`src/design/assert_macros.svh`:
```
// Assertion macros used by the button classifier top level.
`ifndef ASSERT_MACROS_SVH
`define ASSERT_MACROS_SVH

// Same-cycle implication, checked while out of reset.
`define DBPC_ASSERT_NOW(lbl, ante, cons, msg) \
    lbl: assert property (@(posedge i_clk) disable iff (!i_rst_n) \
        (ante) |-> (cons)) else $error(msg);

// Next-cycle implication, checked while out of reset.
`define DBPC_ASSERT_NEXT(lbl, ante, cons, msg) \
    lbl: assert property (@(posedge i_clk) disable iff (!i_rst_n) \
        (ante) |=> (cons)) else $error(msg);

`endif

```
`src/design/dbpc_pkg.sv`:
```
// Types and constants for the debounced button press classifier.
package dbpc_pkg;

    localparam int unsigned TS_W     = 32;
    localparam int unsigned DEB_W    = 16;
    localparam int unsigned CFG_IDX_W = 8;
    localparam int unsigned CFG_DAT_W = 32;

    typedef logic [1:0] t_event;

    localparam t_event EV_NONE      = 2'd0;
    localparam t_event EV_SHORT     = 2'd1;
    localparam t_event EV_LONG      = 2'd2;
    localparam t_event EV_VERY_LONG = 2'd3;

    typedef logic [CFG_IDX_W-1:0] t_cfg_idx;

    localparam t_cfg_idx REG_ACTIVE_LEVEL  = 8'd0;
    localparam t_cfg_idx REG_DEBOUNCE_TIME = 8'd1;
    localparam t_cfg_idx REG_LONG_THRESH   = 8'd2;
    localparam t_cfg_idx REG_VLONG_THRESH  = 8'd3;

    localparam logic [DEB_W-1:0] DEBOUNCE_RST     = 16'd50;
    localparam logic [TS_W-1:0]  LONG_THRESH_RST  = 32'd1000;
    localparam logic [TS_W-1:0]  VLONG_THRESH_RST = 32'd3000;

    typedef struct packed {
        logic              active_level;
        logic [DEB_W-1:0]  debounce_time;
        logic [TS_W-1:0]   long_threshold;
        logic [TS_W-1:0]   very_long_threshold;
    } t_cfg;

    typedef struct packed {
        t_event            event_code;
        logic              pressed_now;
        logic [TS_W-1:0]   held_duration;
    } t_result;

endpackage

```
`src/design/dbpc_cfg_regs.sv`:
```
// Configuration register file for the button classifier.
module dbpc_cfg_regs (
    input  logic                       i_clk,
    input  logic                       i_rst_n,
    input  logic                       i_cfg_valid,
    input  dbpc_pkg::t_cfg_idx         i_cfg_index,
    input  logic [dbpc_pkg::CFG_DAT_W-1:0] i_cfg_data,
    output dbpc_pkg::t_cfg             o_cfg
);

    dbpc_pkg::t_cfg r_cfg;

    always_ff @(posedge i_clk) begin
        if (!i_rst_n) begin
            r_cfg.active_level        <= 1'b0;
            r_cfg.debounce_time       <= dbpc_pkg::DEBOUNCE_RST;
            r_cfg.long_threshold      <= dbpc_pkg::LONG_THRESH_RST;
            r_cfg.very_long_threshold <= dbpc_pkg::VLONG_THRESH_RST;
        end else if (i_cfg_valid) begin
            // unknown indexes are dropped
            unique case (i_cfg_index)
                dbpc_pkg::REG_ACTIVE_LEVEL:  r_cfg.active_level <= i_cfg_data[0];
                dbpc_pkg::REG_DEBOUNCE_TIME: begin
                    r_cfg.debounce_time <= i_cfg_data[dbpc_pkg::DEB_W-1:0];
                end
                dbpc_pkg::REG_LONG_THRESH:   r_cfg.long_threshold <= i_cfg_data;
                dbpc_pkg::REG_VLONG_THRESH:  r_cfg.very_long_threshold <= i_cfg_data;
                default: ;
            endcase
        end
    end

    assign o_cfg = r_cfg;

endmodule

```
`src/design/dbpc_core.sv`:
```
// Debounce state and press classification for one sample beat.
module dbpc_core (
    input  logic                          i_clk,
    input  logic                          i_rst_n,
    input  dbpc_pkg::t_cfg                i_cfg,
    input  logic                          i_advance,
    input  logic                          i_pin_level,
    input  logic [dbpc_pkg::TS_W-1:0]     i_now_ms,
    output dbpc_pkg::t_result             o_result
);

    logic                      r_stable;
    logic                      r_last_sample;
    logic [dbpc_pkg::TS_W-1:0] r_change_time;
    logic [dbpc_pkg::TS_W-1:0] r_press_start;

    logic                      n_stable;
    logic                      n_last_sample;
    logic [dbpc_pkg::TS_W-1:0] n_change_time;
    logic [dbpc_pkg::TS_W-1:0] n_press_start;

    logic                      sample;
    logic [dbpc_pkg::TS_W-1:0] since_change;
    logic [dbpc_pkg::TS_W-1:0] held;
    logic                      settled;
    logic                      press_edge;
    logic                      release_edge;
    dbpc_pkg::t_event          code;

    assign sample       = (i_pin_level == i_cfg.active_level);
    assign since_change = i_now_ms - r_change_time;
    assign held         = i_now_ms - r_press_start;
    assign settled      = (sample == r_last_sample) &&
                          (since_change >= {{(dbpc_pkg::TS_W-dbpc_pkg::DEB_W){1'b0}},
                                            i_cfg.debounce_time}) &&
                          (sample != r_stable);
    assign press_edge   = settled && sample;
    assign release_edge = settled && !sample;

    always_comb begin
        n_last_sample = sample;
        n_change_time = (sample != r_last_sample) ? i_now_ms : r_change_time;
        n_stable      = settled ? sample : r_stable;
        n_press_start = r_press_start;
        if (press_edge) begin
            n_press_start = i_now_ms;
        end else if (release_edge) begin
            n_press_start = '0;
        end
    end

    // very long tested first, even with thresholds out of order
    always_comb begin
        priority if (!release_edge) begin
            code = dbpc_pkg::EV_NONE;
        end else if (held >= i_cfg.very_long_threshold) begin
            code = dbpc_pkg::EV_VERY_LONG;
        end else if (held >= i_cfg.long_threshold) begin
            code = dbpc_pkg::EV_LONG;
        end else begin
            code = dbpc_pkg::EV_SHORT;
        end
    end

    always_comb begin
        o_result.event_code    = code;
        o_result.pressed_now   = n_stable;
        // zero start tick means no press recorded
        o_result.held_duration = (n_stable && !press_edge && (r_press_start != '0)) ?
                                 held : '0;
    end

    always_ff @(posedge i_clk) begin
        if (!i_rst_n) begin
            r_stable      <= 1'b0;
            r_last_sample <= 1'b0;
            r_change_time <= '0;
            r_press_start <= '0;
        end else if (i_advance) begin
            r_stable      <= n_stable;
            r_last_sample <= n_last_sample;
            r_change_time <= n_change_time;
            r_press_start <= n_press_start;
        end
    end

endmodule

```
`src/design/debounced_button_press_classifier.sv`:
```
// Top level of the debounced button press classifier.
// A beat passes from the input register through the core into the result register.
// One beat per cycle unless the output stalls; the input register then holds one beat.
// Reset: synchronous, active low; button assumed released, timers and start tick cleared,
// configuration back to active level 0, debounce 50, thresholds 1000 and 3000.
`include "assert_macros.svh"

module debounced_button_press_classifier (
    input  logic                           i_clk,
    input  logic                           i_rst_n,
    // sample channel
    input  logic                           i_in_valid,
    output logic                           o_in_stall,
    input  logic                           i_pin_level,
    input  logic [dbpc_pkg::TS_W-1:0]      i_now_ms,
    // result channel
    output logic                           o_out_valid,
    input  logic                           i_out_stall,
    output dbpc_pkg::t_event               o_event_code,
    output logic                           o_pressed_now,
    output logic [dbpc_pkg::TS_W-1:0]      o_held_duration,
    // configuration write channel
    input  logic                           i_cfg_valid,
    output logic                           o_cfg_ready,
    input  dbpc_pkg::t_cfg_idx             i_cfg_index,
    input  logic [dbpc_pkg::CFG_DAT_W-1:0] i_cfg_data
);

    dbpc_pkg::t_cfg            cfg;
    dbpc_pkg::t_result         core_result;

    // input register
    logic                      r_in_valid;
    logic                      r_in_pin;
    logic [dbpc_pkg::TS_W-1:0] r_in_now;

    // result register
    logic                      r_out_valid;
    dbpc_pkg::t_result         r_out;

    logic                      out_free;
    logic                      advance;
    logic                      in_take;

    // config writes never wait
    assign o_cfg_ready = 1'b1;

    dbpc_cfg_regs u_cfg (
        .i_clk       (i_clk),
        .i_rst_n     (i_rst_n),
        .i_cfg_valid (i_cfg_valid),
        .i_cfg_index (i_cfg_index),
        .i_cfg_data  (i_cfg_data),
        .o_cfg       (cfg)
    );

    // result register can load when empty or being drained this cycle
    assign out_free   = !r_out_valid || !i_out_stall;
    // beat in the input register moves through the core and into the result register
    assign advance    = r_in_valid && out_free;
    // input register takes a beat when empty or emptying
    assign o_in_stall = r_in_valid && !out_free;
    assign in_take    = i_in_valid && !o_in_stall;

    dbpc_core u_core (
        .i_clk       (i_clk),
        .i_rst_n     (i_rst_n),
        .i_cfg       (cfg),
        .i_advance   (advance),
        .i_pin_level (r_in_pin),
        .i_now_ms    (r_in_now),
        .o_result    (core_result)
    );

    always_ff @(posedge i_clk) begin
        if (!i_rst_n) begin
            r_in_valid <= 1'b0;
        end else if (in_take) begin
            r_in_valid <= 1'b1;
        end else if (advance) begin
            r_in_valid <= 1'b0;
        end
    end

    always_ff @(posedge i_clk) begin
        if (in_take) begin
            r_in_pin <= i_pin_level;
            r_in_now <= i_now_ms;
        end
    end

    always_ff @(posedge i_clk) begin
        if (!i_rst_n) begin
            r_out_valid <= 1'b0;
        end else if (out_free) begin
            r_out_valid <= advance;
        end
    end

    always_ff @(posedge i_clk) begin
        if (advance) begin
            r_out <= core_result;
        end
    end

    assign o_out_valid     = r_out_valid;
    assign o_event_code    = r_out.event_code;
    assign o_pressed_now   = r_out.pressed_now;
    assign o_held_duration = r_out.held_duration;

    // a classified release always leaves the button released
    `DBPC_ASSERT_NOW(a_event_released, r_out_valid && (r_out.event_code != dbpc_pkg::EV_NONE), !r_out.pressed_now, "event with pressed state")
    // a running duration only exists while pressed
    `DBPC_ASSERT_NOW(a_dur_pressed, r_out_valid && (r_out.held_duration != '0), r_out.pressed_now, "duration while released")
    // stall toward the source only when a beat is already held
    `DBPC_ASSERT_NOW(a_stall_held, o_in_stall, r_in_valid && r_out_valid, "stall without held beat")
    // a held beat with a free result register lands there in the next cycle
    `DBPC_ASSERT_NEXT(a_advance_lands, advance, r_out_valid, "advanced beat lost")

endmodule

```
`config.mk`:
```
export PLATFORM = sky130hd
export DESIGN_NAME = debounced_button_press_classifier
export DESIGN_NICKNAME = d
export VERILOG_FILES = /design/src/design/dbpc_pkg.sv /design/src/design/dbpc_cfg_regs.sv /design/src/design/dbpc_core.sv /design/src/design/debounced_button_press_classifier.sv
export VERILOG_INCLUDE_DIRS = /design/src /design/src/design
export SDC_FILE = /design/constraint.sdc
export NUM_CORES = 1
export LEC_CHECK = 0
export ABC_AREA = 1
export BUFFER_PORTS_ARGS = -buffer_cell sky130_fd_sc_hd__buf_2
export CAP_MARGIN = 20
export CORE_MARGIN = 5
export CORE_UTILIZATION = 40
export DETAILED_ROUTE_END_ITERATION = 8
export SYNTH_ARGS = -nofsm -noshare
export SYNTH_HDL_FRONTEND = slang
export SYNTH_SLANG_ARGS = --single-unit
```
`constraint.sdc`:
```
create_clock -name i_clk -period 7 [get_ports i_clk]
set_input_delay 0.35 -clock i_clk [delete_from_list [all_inputs] [get_ports i_clk]]
set_output_delay 0.35 -clock i_clk [all_outputs]
set_load 0.03 [all_outputs]
```
* Word level (Yosys, flattened, before mapping)
Index checks and enable logic that the tools add are counted. W data, S select, Z words.
Storage, ports and cells: output and inout port bits 38, bits of input ports 78, logic and storage cells 60, register bits 217
Cells by class: muxes and demuxes 7, $lt $le $gt $ge 3, add/subtract/negate cells 2, reductions and logical operators 26, equality and inequality tests 7
Operators with widths (number):
- $ge A32 B32 Y1 | 2
- $mux W32 | 2
- $sub A32 B32 Y32 | 2
- $ge A32 B16 Y1 | 1
- $reduce_bool A32 Y1 | 1
- $eq A8 B2 Y1 const B | 2
- $reduce_and A2 Y1 | 6
- $logic_and A1 B1 Y1 | 9
- $eq A8 B1 Y1 const B | 1
- $logic_not A8 Y1 | 1
- $logic_not A1 Y1 | 6
- $mux W2 | 2
- $reduce_bool A2 Y1 | 2
- $mux W1 | 3
- $eq A1 B1 Y1 | 2
- $ne A1 B1 Y1 | 2
- $logic_or A1 B1 Y1 | 1

* Logic depth before layout (Yosys ltp)
Gate-level depths: netlist of run 1.
word-level depth 8, mapped depth 28, mapped depth without buffers 27

* Modules after synthesis
Synthesis of run 1 repeated with hierarchy kept, for this count alone.
Unflattened totals: cell total of the unflattened synthesis 2105, area, all modules 14831.7 um^2
By module, submodules not included:
- dbpc_core | times used 1, cells an instance 1541, area each 9193.8 um^2, seq. area each 1321.3 um^2
- dbpc_cfg_regs | times used 1, cells an instance 481, area each 3489.6 um^2, seq. area each 1621.6 um^2
- debounced_button_press_classifier | times used 1, cells an instance 83, area each 2148.3 um^2, seq. area each 2082.0 um^2

* Worst setup path after synthesis of run 1
No wires, ideal clock.
kind reg2reg, from reg r_in_now[2] in the netlist's numbering, to reg r_out (netlist bit o_event_code[0]), data pin, slack 3.485 ns, stages on the path, launching flop included 22, clock period less this slack 3.515 ns, path buffers 0, data required time 6.739 ns, data arrival time 3.254 ns, library setup time 0.261 ns, cells stage by stage edfxtp_1 > ha_1 > a21oi_1 > o21ai_0 > a21oi_1 > o21ai_0 > nand3_1 > nand3_1 > nand3_1 > o211ai_1 > xor2_1 > inv_1 > ha_1 > nand2_1 > inv_1 > nand3_1 > nor3_1 > and3_1 > nand3_1 > and3_1 > inv_1 > a31oi_1
Between the ends: elaborated cells on any way between the ends 10, those cells by class add/sub (2); order compare (3); mux (2); reduce/logical (3)
RTL lines:
- start, declared | line debounced_button_press_classifier.sv:35 | logic [dbpc_pkg::TS_W-1:0] r_in_now;
- start signal, assigned | line debounced_button_press_classifier.sv:88 | r_in_now <= i_now_ms;
- $sub A32 B32 Y32 (*) | line dbpc_core.sv:32 | assign held = i_now_ms - r_press_start;
- named net u_core.held (one bit) | line dbpc_core.sv:24 | logic [dbpc_pkg::TS_W-1:0] held;
- $ge A32 B32 Y1 | line dbpc_core.sv:58 | end else if (held >= i_cfg.long_threshold) begin
- $mux W2 | line dbpc_core.sv:58
- $mux W2 (*) | line dbpc_core.sv:56 | end else if (held >= i_cfg.very_long_threshold) begin
- end signal, assigned | line debounced_button_press_classifier.sv:102 | r_out <= core_result;
- end, declared | line debounced_button_press_classifier.sv:39 | dbpc_pkg::t_result r_out;
Mark *: on every way through the listed nets, which the timed path passes. The rest lies on a longest branch. A chain may end at the register's enable or synchronous reset.

* Worst setup path after layout of run 1
Same ends and word-level chain as after synthesis.

==> results.sh, run 1 <==
export IMPL_status="complete, no violations"
export IMPL_antenna_found_initial=0
export IMPL_power_density_nw_per_um2=215
export IMPL_maxCapViolCount=0
export IMPL_finalPower_mw=3.49
export IMPL_syn_nets=2217
export IMPL_grt_pass1_wl_um=61600
export IMPL_setup_viol=0
export IMPL_grt_pass1_vias=12000
export IMPL_slew_headroom_pct=35.7
export IMPL_vdd_ir_drop_max_v=0.000167
export IMPL_drtPass1Iterations=5
export IMPL_rsz0062_at_grt="no"
export IMPL_combPwrFrac_pct=23.1
export IMPL_htreeDepth=1
export IMPL_hpwl_um=30500
export IMPL_num_vias=12500
export IMPL_finalSetupTns_ns=0
export IMPL_hold_violations=0
export IMPL_crit_buf_inv=3
export IMPL_swShare_pct=31.5
export IMPL_placementRows=68
export IMPL_crit_fanout=5
export IMPL_cp_slowest_stage_delay_ns=0.59
export IMPL_min_period_ns=4.35
export IMPL_gr_total_overflow=0
export IMPL_internal_power_mw=2.39
export IMPL_cts_root_buffer="clkbuf_16"
export IMPL_netlist_instances=1995
export IMPL_globalplace_congestion=0.935
export IMPL_first_iter_violations=830
export IMPL_hold_class="input port to register"
export IMPL_clkSinkCount=217
export IMPL_holdWs_ns=0.0233
export IMPL_cpMaxStageDelayCell="o21ai_0"
export IMPL_die_h_um=198
export IMPL_synth_cell_types=48
export IMPL_final_period_utilization_pct=62.2
export IMPL_critPathKind="register to register"
export IMPL_utilization_pct=46.8
export IMPL_antenna_cells=0
export IMPL_wirelength_um=38600
export IMPL_ys_seq_area_share_pct=35.6
export IMPL_syn_avg_cell_area_um2=7.07
export IMPL_crit_path_cell_trace="ha_1 -> a21oi_1 -> o21ai_0 -> a21oi_1 -> o21ai_0 -> nand3_1 -> nand3_1 -> nand3_1 -> o211ai_1 -> xor2_1 -> inv_1 -> ha_1 -> nand2_1 -> inv_1 -> nand3_1 -> nor3_1 -> and3_1 -> nand3_1 -> and3_1 -> inv_1 -> a31oi_1"
export IMPL_start_util_pct=40.6
export IMPL_tightest_slew_ns=0.962
export IMPL_timing_fmax_mhz=230
export IMPL_clockBufferDepth=3
export IMPL_drtAntennaViolNets=0
export IMPL_clk_pin_slew_ns=0.07
export IMPL_finClkSkew_ns=0.0277
export IMPL_cpLargestDelayFamily="simple AND/OR/NAND/NOR gates"
export IMPL_numCtsBuffers=26
export IMPL_insertion_delay_ns=0.55
export IMPL_dieArea_um2=39100
export IMPL_clockPowerShare_pct=37.7
export IMPL_netlist_area_um2=14100
export IMPL_io_pins=116
export IMPL_critPathRequiredTime_ns=7.30
export IMPL_vias_per_cell=4.79
export IMPL_fill_cells=3553
export IMPL_core_um2=34700
export IMPL_finalNetCount=2350
export IMPL_pwr_share_seq_pct=39.2
export IMPL_die_x_um=198
export IMPL_start_kind="register"
export IMPL_wire_per_inst_um=14.8
export IMPL_crit_arrival_ns=4.65
export IMPL_grt_max_degree=88
export IMPL_leakage_nw=7.86
export IMPL_path_common_cell="nand3_1"
export IMPL_endpoint_kind="register"
export IMPL_area_delta_synth_final_pct=15.1
export IMPL_gr_usage_all_layers_pct=19.3
export IMPL_report_final_slew_viol_count=0
export IMPL_drive_gt1_share_pct=10.1
export IMPL_yosysWarnings=0
export IMPL_port_buffers=114
export IMPL_drc=0
export IMPL_cts_resized=0
export IMPL_ys_ff_latch=217
export IMPL_p_switching_mw=1.10
export IMPL_cts_tree="done"
==> per-stage QoR <==
| stage | setup WS, ns | cells | cell area [µm²] |
|---|---|---|---|
| after floorplan | 3.49 | 1995 | 14100 |
| after global placement | 2.75 | 2526 | 15100 |
| after detailed placement | 2.62 | 2526 | 15100 |
| after CTS | 2.63 | 2601 | 16200 |
| after global routing | 2.25 | 2602 | 16200 |
| final | 2.65 | 2602 | 16200 |
==> cell usage after synthesis, drive strengths merged <==
cell type | number | area, µm²
o21ai | 127 | 639
o21bai | 3 | 22.5
nor3 | 20 | 100
a31oi | 10 | 62.6
ha | 142 | 1780
and3 | 4 | 25.0
nor2b | 4 | 25.0
a21oi | 187 | 936
xor2 | 42 | 368
and2 | 6 | 37.5
o211ai | 19 | 143
nor3b | 1 | 7.51
xnor2 | 4 | 35.0
a21boi | 2 | 15.0
nand2 | 409 | 1550
fa | 2 | 40.0
o221a | 2 | 22.5
o21a | 6 | 45.0
clkbuf | 36 | 135
clkinv | 8 | 30.0
edfxtp | 68 | 2040
conb | 1 | 3.75
a211oi | 6 | 45.0
buf | 10 | 71.3
nand3b | 2 | 15.0
or4 | 1 | 7.51
o221ai | 2 | 17.5
inv | 417 | 1570
dfxtp | 149 | 2980
a21o | 2 | 15.0
nor4 | 11 | 68.8
or2 | 4 | 25.0
nand4 | 17 | 113
nand3 | 44 | 233
a221oi | 1 | 8.76
o2111ai | 2 | 17.5
nor2 | 224 | 866
==> state kept, by name, indices dropped and copies added, names as in the netlist, 2 cells and up <==
register / flops
o_event_code: 2
r_in_now: 32
o_held_duration: 32
u_core.r_change_time: 32
u_core.r_press_start: 32
u_cfg.o_cfg: 81
==> logic make-up after synthesis <==
| family | synth area share, % |
|---|---|
| XOR/XNOR | 2.86 |
| buffers and inverters | 12.8 |
| flip-flops | 35.6 |
| adder cells (fa/ha/maj) | 12.9 |
| AO/OA/AOI/OAI | 14.1 |
| AND/OR/NAND/NOR | 21.8 |
| other | 0.0266 |
==> what timing repair did <==
action                    CTS  global route
setup buffers               0             0
hold endpoints to repair   28             1
hold buffers               28             1
==> power by group through the flow <==
stage               Combinational [mW]  Clock (mW)  Sequential, mW
floorplan                        0.548           0            1.41
global placement                 0.781           0            1.39
detailed placement               0.790           0            1.40
CTS                              0.806        1.36            1.37
global route                     0.919        1.41            1.37
finish                           0.805        1.32            1.37
==> routing by layer <==
layer  vias to the layer above  share of wire, %  wire [µm]  global-route usage (%)
met2                       248                44      16900                    31.3
met5                         -                 0          0                       0
met3                        56               4.1       1600                    1.99
met4                         0               2.3        885                    4.44
li1                       6607                 -          -                       -
met1                      5554                50      19100                    27.9
==> final cells by class <==
cell class	count	area [µm²]	share of cell area (%)
multi-input cells	1307	7300	44.9
flip-flops and latches	217	5020	30.9
inverters	425	1600	9.82
repair buffers	151	921	5.67
clock buffers	38	767	4.72
well taps	455	569	3.50
clock inverters	9	71.3	0.439
==> layout by cell type, fill, tap and decap left out, types with 4 or more instances in the layout <==
cell	Yosys	final
nor2_1	214	212
xor2_1	42	42
nor3_1	20	20
nand3_1	43	43
inv_1	385	385
nor2b_1	4	4
xnor2_1	4	4
a31oi_1	10	10
nand4_1	16	16
clkbuf_16	0	27
o21ai_0	122	122
clkbuf_8	0	5
clkbuf_1	36	6
and3_1	4	4
nor2_2	10	10
ha_1	142	142
o21ai_1	4	4
dfxtp_1	149	149
nor4_1	11	11
dlygate4sd3_1	0	29
and2_1	6	6
buf_4	1	8
inv_2	32	32
a21oi_1	187	187
o21a_1	6	6
o211ai_1	19	19
a211oi_1	6	6
clkinv_1	8	9
edfxtp_1	68	68
buf_2	6	114
nand2_1	406	406
==> final timing paths <==
path | from | end | slack, ns | cells after the start
min | i_now_ms[7] | r_in_now[7]$_DFFE_PP_ | 0.02 | 1
max reg2reg | r_in_now[2]$_DFFE_PP_ | o_event_code[0]$_SDFFCE_PN0P_ | 2.65 | 21
min reg2reg | u_cfg.o_cfg[23]$_SDFFE_PN0P_ | u_cfg.o_cfg[23]$_SDFFE_PN0P_ | 0.46 | 2
max | r_in_now[2]$_DFFE_PP_ | o_event_code[0]$_SDFFCE_PN0P_ | 2.65 | 21
Note: power is estimated with default switching activity, not from simulation.
==> run 2: changes to the inputs <==
- clock period: 7 -> 3.9 ns (I/O delays scaled with it)
==> results.sh, run 2 (synthesis gave the netlist of run 1 again) <==
export IMPL_insertion_delay_ns=0.53
export IMPL_clkSinkCount=217
export IMPL_wirelength_um=40600
export IMPL_finalNetCount=2456
export IMPL_holdWs_ns=0.0175
export IMPL_r2r_end="o_held_duration[23]$_SDFFCE_PN0P_"
export IMPL_die_h_um=198
export IMPL_first_iter_violations=579
export IMPL_globalplace_congestion=0.906
export IMPL_critPathRequiredTime_ns=4.19
export IMPL_drtAntennaViolNets=0
export IMPL_crit_fanout=7
export IMPL_io_pins=116
export IMPL_placementRows=68
export IMPL_hold_class="input port to register"
export IMPL_wire_per_inst_um=15.0
export IMPL_timing_fmax_mhz=269
export IMPL_status="complete, no violations"
export IMPL_grt_pass1_vias=12600
export IMPL_startpoint="r_in_now[5]$_DFFE_PP_"
export IMPL_post_route_worst_setup_slack_ns=0.177
export IMPL_crit_path_cell_trace="buf_4 -> ha_4 -> nand2_1 -> inv_1 -> nand2_1 -> nand2_1 -> nand2_1 -> nand3_2 -> xor2_2 -> ha_1 -> inv_1 -> nor3_1 -> nor3_1 -> nand2_2 -> nand2_1 -> nand3_1 -> nor2_1 -> nand2_1 -> nor2_2 -> nand2_4 -> nand2_4 -> o21ai_4 -> clkbuf_16 -> nor2_1"
export IMPL_crit_arrival_ns=4.01
export IMPL_min_period_ns=3.72
export IMPL_fin_cells=2709
export IMPL_place_area_um2=15600
export IMPL_cp_slowest_stage_delay_ns=0.44
export IMPL_finalSetupTns_ns=0
export IMPL_hpwl_um=31200
export IMPL_largest_reg_flops=81
export IMPL_utilization_pct=51.3
export IMPL_pwr_share_seq_pct=37.1
export IMPL_dp_cells=2578
export IMPL_r2r_setup_slack_ns=0.18
export IMPL_leakage_nw=8.50
export IMPL_num_vias=12900
export IMPL_endpoint_kind="register"
export IMPL_slew_headroom_pct=43.1
export IMPL_antenna_cells=0
export IMPL_drc=0
export IMPL_power_density_nw_per_um2=372
export IMPL_finalInstanceArea_um2=17800
export IMPL_numCtsBuffers=26
export IMPL_grt_pass1_wl_um=63900
export IMPL_die_x_um=198
export IMPL_grt_max_degree=42
export IMPL_hold_violations=0
export IMPL_mostFrequentLayoutCell="nand2_1"
export IMPL_drtPass1Iterations=7
export IMPL_gr_total_overflow=0
export IMPL_vias_per_cell=4.75
export IMPL_start_util_pct=40.6
export IMPL_finalPower_mw=6.62
export IMPL_cpMaxStageDelayCell="edfxtp_1"
export IMPL_timing_rr_start="r_in_now[5]$_DFFE_PP_"
export IMPL_cts_tree="done"
export IMPL_clockBufferDepth=3
export IMPL_core_um2=34700
export IMPL_vdd_ir_drop_max_v=0.000277
export IMPL_cts_root_buffer="clkbuf_16"
export IMPL_setup_viol=0
export IMPL_reg2reg_depth=24
export IMPL_swShare_pct=31.8
export IMPL_final_period_utilization_pct=95.5
export IMPL_dpl_worst_slack_ns=-0.144
export IMPL_finClkSkew_ns=0.0158
export IMPL_area_delta_synth_final_pct=26.2
export IMPL_p_switching_mw=2.10
export IMPL_dieArea_um2=39100
export IMPL_cp_endpoint="o_held_duration[23]$_SDFFCE_PN0P_"
export IMPL_drive_gt1_share_pct=16.7
export IMPL_start_kind="register"
export IMPL_clockPowerShare_pct=37.0
export IMPL_tightest_slew_ns=0.852
export IMPL_internal_power_mw=4.52
export IMPL_path_common_cell="nand2_1"
export IMPL_htreeDepth=1
export IMPL_layout_common_cells="nand2_1 (395), inv_1 (383), nor2_1 (212)"
export IMPL_maxCapViolCount=0
export IMPL_antenna_found_initial=0
export IMPL_port_buffers=114
export IMPL_clk_pin_slew_ns=0.07
export IMPL_report_final_slew_viol_count=0
export IMPL_critPathKind="register to register"
export IMPL_gr_usage_all_layers_pct=19.9
export IMPL_combPwrFrac_pct=26.0
export IMPL_fill_cells=3455
## run 2: layout make-up
type / instances / area, µm² / area share, %
Tap cell: 455 / 569 / 3.20
Timing Repair Buffer: 257 / 1910 / 10.7
Inverter: 425 / 1600 / 8.96
Clock buffer: 32 / 778 / 4.37
Clock inverter: 16 / 93.8 / 0.527
Sequential cell: 217 / 5030 / 28.2
Multi-Input combinational cell: 1307 / 7830 / 44.0
## run 2: power by group through the flow
stage	logic (mW)	registers, mW	clock network [mW]
2_1_floorplan	0.983	2.52	0
3_3_place_gp	1.50	2.50	0
3_5_place_dp	1.53	2.50	0
4_1_cts	1.59	2.45	2.50
5_1_grt	1.94	2.46	2.59
6_report	1.72	2.45	2.45
## run 2: metal layers
metal  global-route usage [%]  wire length [µm]  vias to the layer above  part of all wire (%)
met5                        0                 0                        -                     0
met2                     32.5             18300                      231                    45
met4                     4.34               836                        0                   2.1
met1                     28.8             19900                     5771                    49
li1                         -                 -                     6817                     -
met3                     1.63              1520                       53                   3.7
## run 2: worst min path at each step
stage | to | slack (ns) | cells past startpoint | start
global placement | r_in_now[20]$_DFFE_PP_ | 0.37 | 1 | i_now_ms[20]
CTS | u_cfg.o_cfg[13]$_SDFFE_PN0P_ | 0.001 | 3 | i_cfg_data[13]
global route | u_cfg.o_cfg[45]$_SDFFE_PN0P_ | 0.02 | 3 | i_cfg_data[13]
finish | u_cfg.o_cfg[80]$_SDFFE_PN0P_ | 0.02 | 3 | i_cfg_data[0]
floorplan | r_in_now[0]$_DFFE_PP_ | 0.29 | 0 | i_now_ms[0]
detailed placement | r_in_now[19]$_DFFE_PP_ | 0.37 | 1 | i_now_ms[19]
## run 2: critical path, delay by kind of cell (launching register included)
family                   cells  cell delay (ns)
AO/OA/AOI/OAI                1             0.39
XOR/XNOR                     1             0.20
adder cells (fa/ha/maj)      2             0.55
buffers and inverters        4             0.53
flip-flops                   1             0.44
AND/OR/NAND/NOR             16             1.38
## run 2: repair_timing
action                                  CTS  global route
hold buffers                             62             0
endpoints found under the setup margin    2            68
pin swaps                                 0            17
gates resized for setup                   2            98
hold endpoints to repair                 83             0
cloned                                    0             4
setup buffers                             0            17
==> run 3: changes to the inputs <==
- MAX_ROUTING_LAYER: default -> met4
==> results.sh, run 3 (synthesis gave the netlist of run 1 again) <==
export IMPL_use_met3_pct=2.01
export IMPL_antenna_found_initial=0
export IMPL_hold_violations=0
export IMPL_setup_viol=0
export IMPL_place_area_um2=15600
export IMPL_p_switching_mw=2.06
export IMPL_cp_slowest_stage_delay_ns=0.47
export IMPL_vdd_ir_drop_max_v=0.000301
export IMPL_finalNetCount=2447
export IMPL_die_h_um=198
export IMPL_wirelength_um=40400
export IMPL_drc=0
export IMPL_maxCapViolCount=0
export IMPL_grt_use_met1_pct=29.2
export IMPL_finalPower_mw=6.55
export IMPL_dieArea_um2=39100
export IMPL_hold_class="input port to register"
export IMPL_hold_depth=4
export IMPL_start_kind="register"
export IMPL_leakage_nw=8.39
export IMPL_power_density_nw_per_um2=372
export IMPL_grt_use_met2_pct=32.3
export IMPL_dp_cells=2582
export IMPL_register_area_um2=5020
export IMPL_finalSetupTns_ns=0
export IMPL_clockBufferDepth=3
export IMPL_combPwrFrac_pct=25.6
export IMPL_tightest_slew_ns=0.833
export IMPL_num_vias=12900
export IMPL_grt_pass1_wl_um=64200
export IMPL_drtPass1Iterations=5
export IMPL_gr_total_overflow=0
export IMPL_cts_root_buffer="clkbuf_16"
export IMPL_fin_cells=2700
export IMPL_final_period_utilization_pct=96.2
export IMPL_pwr_share_seq_pct=37.5
export IMPL_globalplace_congestion=0.903
export IMPL_wire_per_inst_um=14.9
export IMPL_core_um2=34700
export IMPL_clkSinkCount=217
export IMPL_min_period_ns=3.75
export IMPL_rsz0062_at_grt="yes"
export IMPL_crit_arrival_ns=4.04
export IMPL_swShare_pct=31.4
export IMPL_reg2reg_depth=19
export IMPL_drtAntennaViolNets=0
export IMPL_path_common_cell="a21oi_2"
export IMPL_port_buffers=114
export IMPL_insertion_delay_ns=0.54
export IMPL_finClkSkew_ns=0.0251
export IMPL_htreeDepth=1
export IMPL_numCtsBuffers=26
export IMPL_crit_fanout=4
export IMPL_critPathRequiredTime_ns=4.18
export IMPL_clk_pin_slew_ns=0.06
export IMPL_endpoint_kind="register"
export IMPL_drive_gt1_share_pct=15.5
export IMPL_layout_common_cells="nand2_1 (398), inv_1 (385), nor2_1 (210)"
export IMPL_crit_path_cell_trace="ha_4 -> a21oi_2 -> o21ai_2 -> a21oi_2 -> inv_1 -> a21oi_2 -> o21ai_2 -> nand2_1 -> nand2_1 -> buf_4 -> a21oi_1 -> xnor2_1 -> buf_4 -> ha_1 -> a21oi_1 -> nor2_1 -> a211oi_1 -> o221a_2 -> a31oi_1"
export IMPL_gr_usage_all_layers_pct=20.7
export IMPL_critPathKind="register to register"
export IMPL_io_pins=116
export IMPL_timing_fmax_mhz=266
export IMPL_internal_power_mw=4.50
export IMPL_cpMaxStageDelayCell="edfxtp_1"
export IMPL_grt_pass1_vias=12500
export IMPL_vias_per_cell=4.77
export IMPL_mostFrequentLayoutCell="nand2_1"
export IMPL_finalInstanceArea_um2=17600
export IMPL_fill_cells=3422
export IMPL_antenna_cells=0
export IMPL_cts_tree="done"
export IMPL_first_iter_violations=756
export IMPL_largest_reg_flops=81
export IMPL_hpwl_um=31600
export IMPL_multi_input_area_um2=7780
export IMPL_top_usage_layer="met2"
export IMPL_clockPowerShare_pct=36.9
export IMPL_grt_max_degree=88
export IMPL_status="complete, no violations"
export IMPL_area_delta_synth_final_pct=24.9
export IMPL_die_x_um=198
export IMPL_placementRows=68
export IMPL_slew_headroom_pct=44.3
export IMPL_report_final_slew_viol_count=0
export IMPL_start_util_pct=40.6
run 3: timing repair:
action / 4_1_cts / 5_1_grt
buffers inserted: 0 / 7
pin swaps: 0 / 15
hold buffers: 62 / 0
hold endpoints to repair: 90 / 0
endpoints found under the setup margin: 2 / 67
gates cloned: 0 / 1
resized for setup: 2 / 81
run 3: power groups by stage:
stage	logic (mW)	clock network (mW)	registers, mW
2_1_floorplan	0.983	0	2.52
3_3_place_gp	1.52	0	2.50
3_5_place_dp	1.54	0	2.50
4_1_cts	1.60	2.48	2.45
5_1_grt	1.91	2.56	2.46
6_report	1.68	2.42	2.46
run 3: layout make-up:
| cell class | instances | share of cell area (%) |
|---|---|---|
| Sequential cell | 217 | 28.5 |
| Multi-Input combinational cell | 1307 | 44.1 |
| Inverter | 425 | 9.05 |
| Tap cell | 455 | 3.23 |
| Clock inverter | 11 | 0.589 |
| Clock buffer | 37 | 4.27 |
| Timing Repair Buffer | 248 | 10.2 |
run 3: path summary, 6_finish.rpt:
| path | startpoint | to | slack, ns |
|---|---|---|---|
| worst max-delay path | r_in_now[4]$_DFFE_PP_ | o_event_code[1]$_SDFFCE_PN0P_ | 0.15 |
| worst min-delay path | i_cfg_index[1] | u_cfg.o_cfg[80]$_SDFFE_PN0P_ | 0.02 |
| worst max register to register | r_in_now[4]$_DFFE_PP_ | o_event_code[1]$_SDFFCE_PN0P_ | 0.15 |
| worst min register to register | u_cfg.o_cfg[54]$_SDFFE_PN0P_ | u_cfg.o_cfg[54]$_SDFFE_PN0P_ | 0.46 |
run 3: critical path, delay by kind of cell (launching register included):
kind | cells | cell delay [ns]
adders and majority gates | 2 | 0.53
buffers and inverters | 3 | 0.42
xor gates and xnor gates | 1 | 0.21
and+or+nand+nor | 3 | 0.20
AOI/OAI and AO/OA | 10 | 1.70
DFF | 1 | 0.47
run 3: layer usage:
layer  up-vias  share of wire, %
met5         -                 0
met4         0               2.0
met3        56               4.4
met2       254                45
met1      5776                49
li1       6795                 -
run 3: per-stage QoR:
| step | hold WS [ns] | util, % | worst slack, ns |
|---|---|---|---|
| floorplan | 0.294 | - | 0.385 |
| global placement | 0.371 | 44.9 | 0.0414 |
| detailed placement | 0.373 | 44.9 | -0.132 |
| CTS | 0.000289 | 49.2 | 0.00609 |
| global route | 0.0262 | 50.8 | -0.0871 |
| finish | 0.0230 | 50.8 | 0.147 |
